`src/rtl/core/assert_macros.svh`:
```
// ----------------------------------------------------------------------------
// Assertion macros
// Shared concurrent assertion wrappers for the receive ring RTL.
// ----------------------------------------------------------------------------
`ifndef ASSERT_MACROS_SVH
`define ASSERT_MACROS_SVH

// Checked on every rising clock edge, skipped while reset is high.
`define FRX_ASSERT(name, prop, msg) \
   name: assert property (@(posedge clock) disable iff (reset) (prop)) \
      else $error(msg);

// Implication form: the consequent must hold whenever the antecedent does.
`define FRX_ASSERT_IMP(name, ante, cons, msg) \
   name: assert property (@(posedge clock) disable iff (reset) (ante) |-> (cons)) \
      else $error(msg);

`endif

```
`src/rtl/core/frx_pkg.sv`:
```
// ----------------------------------------------------------------------------
// frx_pkg
// Types, codes and constants of the framed packet receive ring.
// ----------------------------------------------------------------------------
package frx_pkg;

   localparam int RING_SIZE_DEF = 1024;
   localparam int FRAME_SIZE    = 1024;
   localparam int MAX_READ      = 64;
   localparam int HDR_LEN       = 4;

   localparam int ACT_W   = 2;
   localparam int BYTE_W  = 8;
   localparam int CNT_W   = 7;
   localparam int LEN_W   = 16;
   localparam int AVAIL_W = 10;
   localparam int DROP_W  = 32;

   localparam logic [BYTE_W-1:0] SIG_MARK = 8'hFF;

   typedef enum logic [ACT_W-1:0] {
      ACT_FRAME = 2'd0,
      ACT_READ  = 2'd1,
      ACT_FLUSH = 2'd2
   } action_type;

   typedef enum logic [1:0] {
      KIND_VERDICT    = 2'd0,
      KIND_READ_BYTE  = 2'd1,
      KIND_READ_EMPTY = 2'd2,
      KIND_FLUSH      = 2'd3
   } kind_type;

   typedef enum logic [2:0] {
      VERDICT_OK       = 3'd0,
      VERDICT_BAD_SIG  = 3'd1,
      VERDICT_BAD_LEN  = 3'd2,
      VERDICT_NO_SPACE = 3'd3,
      VERDICT_TRUNC    = 3'd4
   } verdict_type;

   // Frame parser state; the last three ignore bytes up to the frame end.
   typedef enum logic [2:0] {
      FS_HDR0     = 3'd0,
      FS_LEN_LO   = 3'd1,
      FS_LEN_HI   = 3'd2,
      FS_HDR3     = 3'd3,
      FS_PAYLOAD  = 3'd4,
      FS_BAD_SIG  = 3'd5,
      FS_BAD_LEN  = 3'd6,
      FS_NO_SPACE = 3'd7
   } frame_state_type;

   typedef enum logic {
      ST_IDLE = 1'b0,
      ST_READ = 1'b1
   } ctl_state_type;

   typedef struct packed {
      kind_type              kind;
      verdict_type           verdict;
      logic [BYTE_W-1:0]     data_byte;
      logic                  last;
      logic [AVAIL_W-1:0]    bytes_available;
      logic [DROP_W-1:0]     drop_count;
      logic                  blocked_flag;
   } rsp_item_type;

endpackage

```
`src/rtl/core/frx_out_reg.sv`:
```
// ----------------------------------------------------------------------------
// frx_out_reg
// Response output register; decouples result production from the sink.
// ----------------------------------------------------------------------------
module frx_out_reg import frx_pkg::*; (
   input  logic         clock,
   input  logic         reset,
   input  logic         load,
   input  rsp_item_type load_item,
   input  logic         ready,
   output logic         valid,
   output rsp_item_type item,
   output logic         free
);

   logic         valid_ff, valid_in;
   rsp_item_type item_ff, item_in;

   // Free when empty or when the held item transfers this cycle.
   assign free = !valid_ff || ready;

   always_comb begin
      valid_in = valid_ff;
      item_in  = item_ff;
      if (load) begin
         valid_in = 1'b1;
         item_in  = load_item;
      end else if (ready) begin
         valid_in = 1'b0;
      end
   end

   always_ff @(posedge clock) begin
      if (reset) begin
         valid_ff <= 1'b0;
      end else begin
         valid_ff <= valid_in;
      end
   end

   always_ff @(posedge clock) begin
      item_ff <= item_in;
   end

   assign valid = valid_ff;
   assign item  = item_ff;

endmodule

```
`config.mk`:
```
export PLATFORM = sky130hd
export DESIGN_NAME = frx_out_reg
export DESIGN_NICKNAME = d
export VERILOG_FILES = /design/src/rtl/core/assert_macros.svh /design/src/rtl/core/frx_pkg.sv /design/src/rtl/core/frx_out_reg.sv
export SDC_FILE = /design/constraint.sdc
export NUM_CORES = 1
export LEC_CHECK = 0
export BUFFER_PORTS_ARGS = -buffer_cell sky130_fd_sc_hd__buf_2
export CELL_PAD_IN_SITES_DETAIL_PLACEMENT = 0
export CELL_PAD_IN_SITES_GLOBAL_PLACEMENT = 2
export CORE_MARGIN = 1.5
export CORE_UTILIZATION = 28
export DETAILED_ROUTE_END_ITERATION = 8
export PLACE_DENSITY_LB_ADDON = 0.1
export SYNTH_ARGS = -nofsm -noshare
export SYNTH_HDL_FRONTEND = slang
export SYNTH_SLANG_ARGS = --single-unit
```
`constraint.sdc`:
```
create_clock -name clock -period 0.95 [get_ports clock]
set_input_delay 0.2375 -clock clock [delete_from_list [all_inputs] [get_ports clock]]
set_output_delay 0.2375 -clock clock [all_outputs]
set_load 0.1 [all_outputs]
```
; ---- After elaboration in Yosys (flattened, before gate mapping)
; Index checks and enable logic that the tools add are counted.
; W data, S select, Z words.
[totals]
regBits = 58
in_bits = 61
output_inout_bits = 59
word_cells = 13
[classes]
n_mux = 2
n_reduce_logical = 3
[op_table]
columns = op, count
row1 = $mux W1, 2
row2 = $reduce_bool A2 Y1, 1
row3 = $logic_not A1 Y1, 1
row4 = $logic_or A1 B1 Y1, 1

; ---- Logic depth before layout (Yosys ltp)
[logic_depth]
depth_word = 2
ltp_mapped = 2
mapped_depth_nobuf = 2

; ---- Least setup slack after synthesis
; Ideal clock, no wire load.
[synth_timing]
path_type = register -> register
startpoint = register valid (netlist name)
endpoint = register valid_ff, in the netlist valid
setup_time_ns = 0.071
t_arrival_ns = 1.562
required_ns = 0.879
slack_ns = -0.682
path_stages_with_launch = 3
n_path_buf = 0
period_less_slack_ns = 1.632
cell_sequence = dfxtp_1 nand2b_4 a21oi_2
[synth_lines]
columns = element, line_no
row1 = to (signal assigned), frx_out_reg.sv:37  ; valid_ff <= valid_in;
row2 = to (decl), frx_out_reg.sv:16  ; logic valid_ff, valid_in;

; ---- Final worst setup path
[layout_timing]
startpoint = register item_ff, in the netlist item[8]
endpoint = output item[8] (netlist bit)
[layout_lines]
columns = element, line_no
row1 = from (decl), frx_out_reg.sv:17  ; rsp_item_type item_ff, item_in;
row2 = from (signal assigned), frx_out_reg.sv:42  ; item_ff <= item_in;
row3 = to (decl), frx_out_reg.sv:12  ; output rsp_item_type item,
; No word-level cell between the ends.

==> results.toml <==
[global_route]
grt_max_degree = 29
grt_util_all_layers_pct = 11.8
grt_pass1_wl_um = 5530
antenna_found_initial = 0
grt_pass1_vias = 1168
grt_overflow = 0

[place]
dpl_worst_slack_ns = 0.0249
dpl.hpwl_um = 2950
gp_congestion = 0.631
portBuffers = 119

[hold_path]
hold_start = "reset"
hold_class = "in2reg"

[detailed_routing]
drc = 0
vias = 1094
m1WireLength_um = 1060
drtIter0Drc = 48
route.met2.wl_um = 2120
wl_met3_um = 519
highest_layer = "met4"
vias_per_cell = 3.96
routedWlPerCell_um = 13.6
wirelength_um = 3760
firstDrtPassIters = 4
ant_nets = 0

[outcome]
violations = "setup timing"
outcome = "finished, violations left"

[clock_network]
holdBufCountCts = 0
numCtsBuffers = 9
clock-sinks = 58
clk_latency_ns = 0.31
post-cts-setup-buffers = 1
htreeDepth = 3
cts_tree = "done"
ctsResizeCount = 0
cts-root-buf = "clkbuf_8"
clk_pin_slew_worst_paths_ns = 0.06
clockBufferDepth = 2

[worst_setup_path]
path_buf_inv = 1
path_cells = "buf_12"
cp_max_fo = 1
path_delay_family = "flip-flops"
max_stage_delay_ns = 0.42
critPathKind = "reg2out"
crit_arrival_ns = 0.93
crit_slowest_cell = "edfxtp_1"
cp-end-kind = "output pin"
crit_path_start = "item[8]"
timing.rr.start = "valid"
crit_required_ns = 0.71
worst_setup_path_start_kind = "flop"

[pwr]
pwr-share-seq_pct = 43.3
p_leak_nw = 1.48
pwr-share-clk_pct = 23.6
max-vdd-ir-drop_v = 0.00112
comb_power_share_pct = 33.1
p_sw_w = 0.00260
p_sw_share_pct = 35.2
p_int_w = 0.00480
powerDensity_mw_per_mm2 = 2080
total_power_w = 0.00740

[sta]
worst_hold_slack_ns = 0.0697
period_needed_ns = 1.17
worst_clock_skew_ns = 0
hold_viol_final = 0
period_share_pct = 123
setup_viol = 59
layout_setup_ws_ns = -0.219
relSlewSlack_pct = 90.0
rsz0062_at_grt = "yes"
worst_slew_pin_slew_ns = 0.150
timing.fmax_ghz = 0.855
slew_violations = 0

[final_layout]
num_antenna_cells = 0
syn_to_final_growth_pct = 102
drive_gt1_share_pct = 68.7
fillCellCount = 458
nNetsFinal = 257
finish.utilization_pct = 59.3
layout_commonest_cell = "buf_12"
layout_common_cells = "buf_12 (61), buf_2 (60), edfxtp_1 (57)"

[synthesis]
yosysWarningCount = 0
ys_types = 5
synth.avg_cell_area_um2 = 28.8
seq_area_frac_synth_pct = 98.5
synthesis.area_mm2 = 0.00176
ys_ff_latch = 58
synthCells = 61
syn_nets = 122

[floorplan]
die_h_um = 82.2
start_util_pct = 29.3
die_w_um = 82.2
coreArea_mm2 = 0.00599
ios = 120
die_area_mm2 = 0.00676
row_count = 28

[flow_run]
drv_cap = 0
-- final timing paths --
kind | end | slack (ns) | cells past startpoint
setup / recovery | item[8] | -0.22 | 1
hold / removal | valid | 0.07 | 2
setup reg to reg | valid | 0.07 | 4
hold reg to reg | valid | 0.72 | 4
-- flip-flops by register name, summed over array words and instances (netlist names) --
| signal | flops |
|---|---|
| valid | 1 |
| item | 57 |
-- routing by layer --
layer	global-route usage, %	vias to the layer above
li1	-	517
met1	10.9	501
met2	19.9	70
met3	6.04	6
met4	8.64	0
met5	0	-
-- power groups by stage --
stage                     sequential, W  combinational [W]  clock [W]
final                           0.00321            0.00245    0.00175
after global routing            0.00322            0.00250    0.00195
after CTS                       0.00321            0.00246    0.00183
after detailed placement        0.00326            0.00246          0
after global placement          0.00326            0.00244          0
after floorplan                 0.00459          0.0000224          0
-- cells by family (layout without fill, tap and decap cells) --
| family | after synthesis | after routing | share of synthesized area, % |
|---|---|---|---|
| DFF | 58 | 58 | 98.5 |
| AOI/OAI and AO/OA | 1 | 1 | 0.498 |
| buffers and inverters | 1 | 141 | 0.213 |
| and+or+nand+nor | 1 | 1 | 0.783 |
-- final cells by class --
cell class              instances  area [µm²]  share of cell area (%)
clock buffers                  11         131                    3.70
inverters                       1        3.75                   0.106
well taps                      75        93.8                    2.64
repair buffers                124        1540                    43.5
flip-flops and latches         58        1740                    48.9
multi-input cells               2        22.5                   0.634
clock inverters                 5        21.3                   0.599
-- Yosys cell counts, drive strengths merged --
cell / instances / area share, %
a21oi: 1 / 0.50
dfxtp: 1 / 1.1
edfxtp: 57 / 97
inv: 1 / 0.21
nand2b: 1 / 0.78
-- stage by stage --
step	setup TNS (ns)	std cells	area (µm²)
final	-11.97	276	3550
after global routing	-14.06	276	3550
after CTS	-13.51	275	3540
after detailed placement	0	258	3380
after global placement	0	258	3380
after floorplan	-11.09	61	1760
Power figures use the tool's default switching activity.
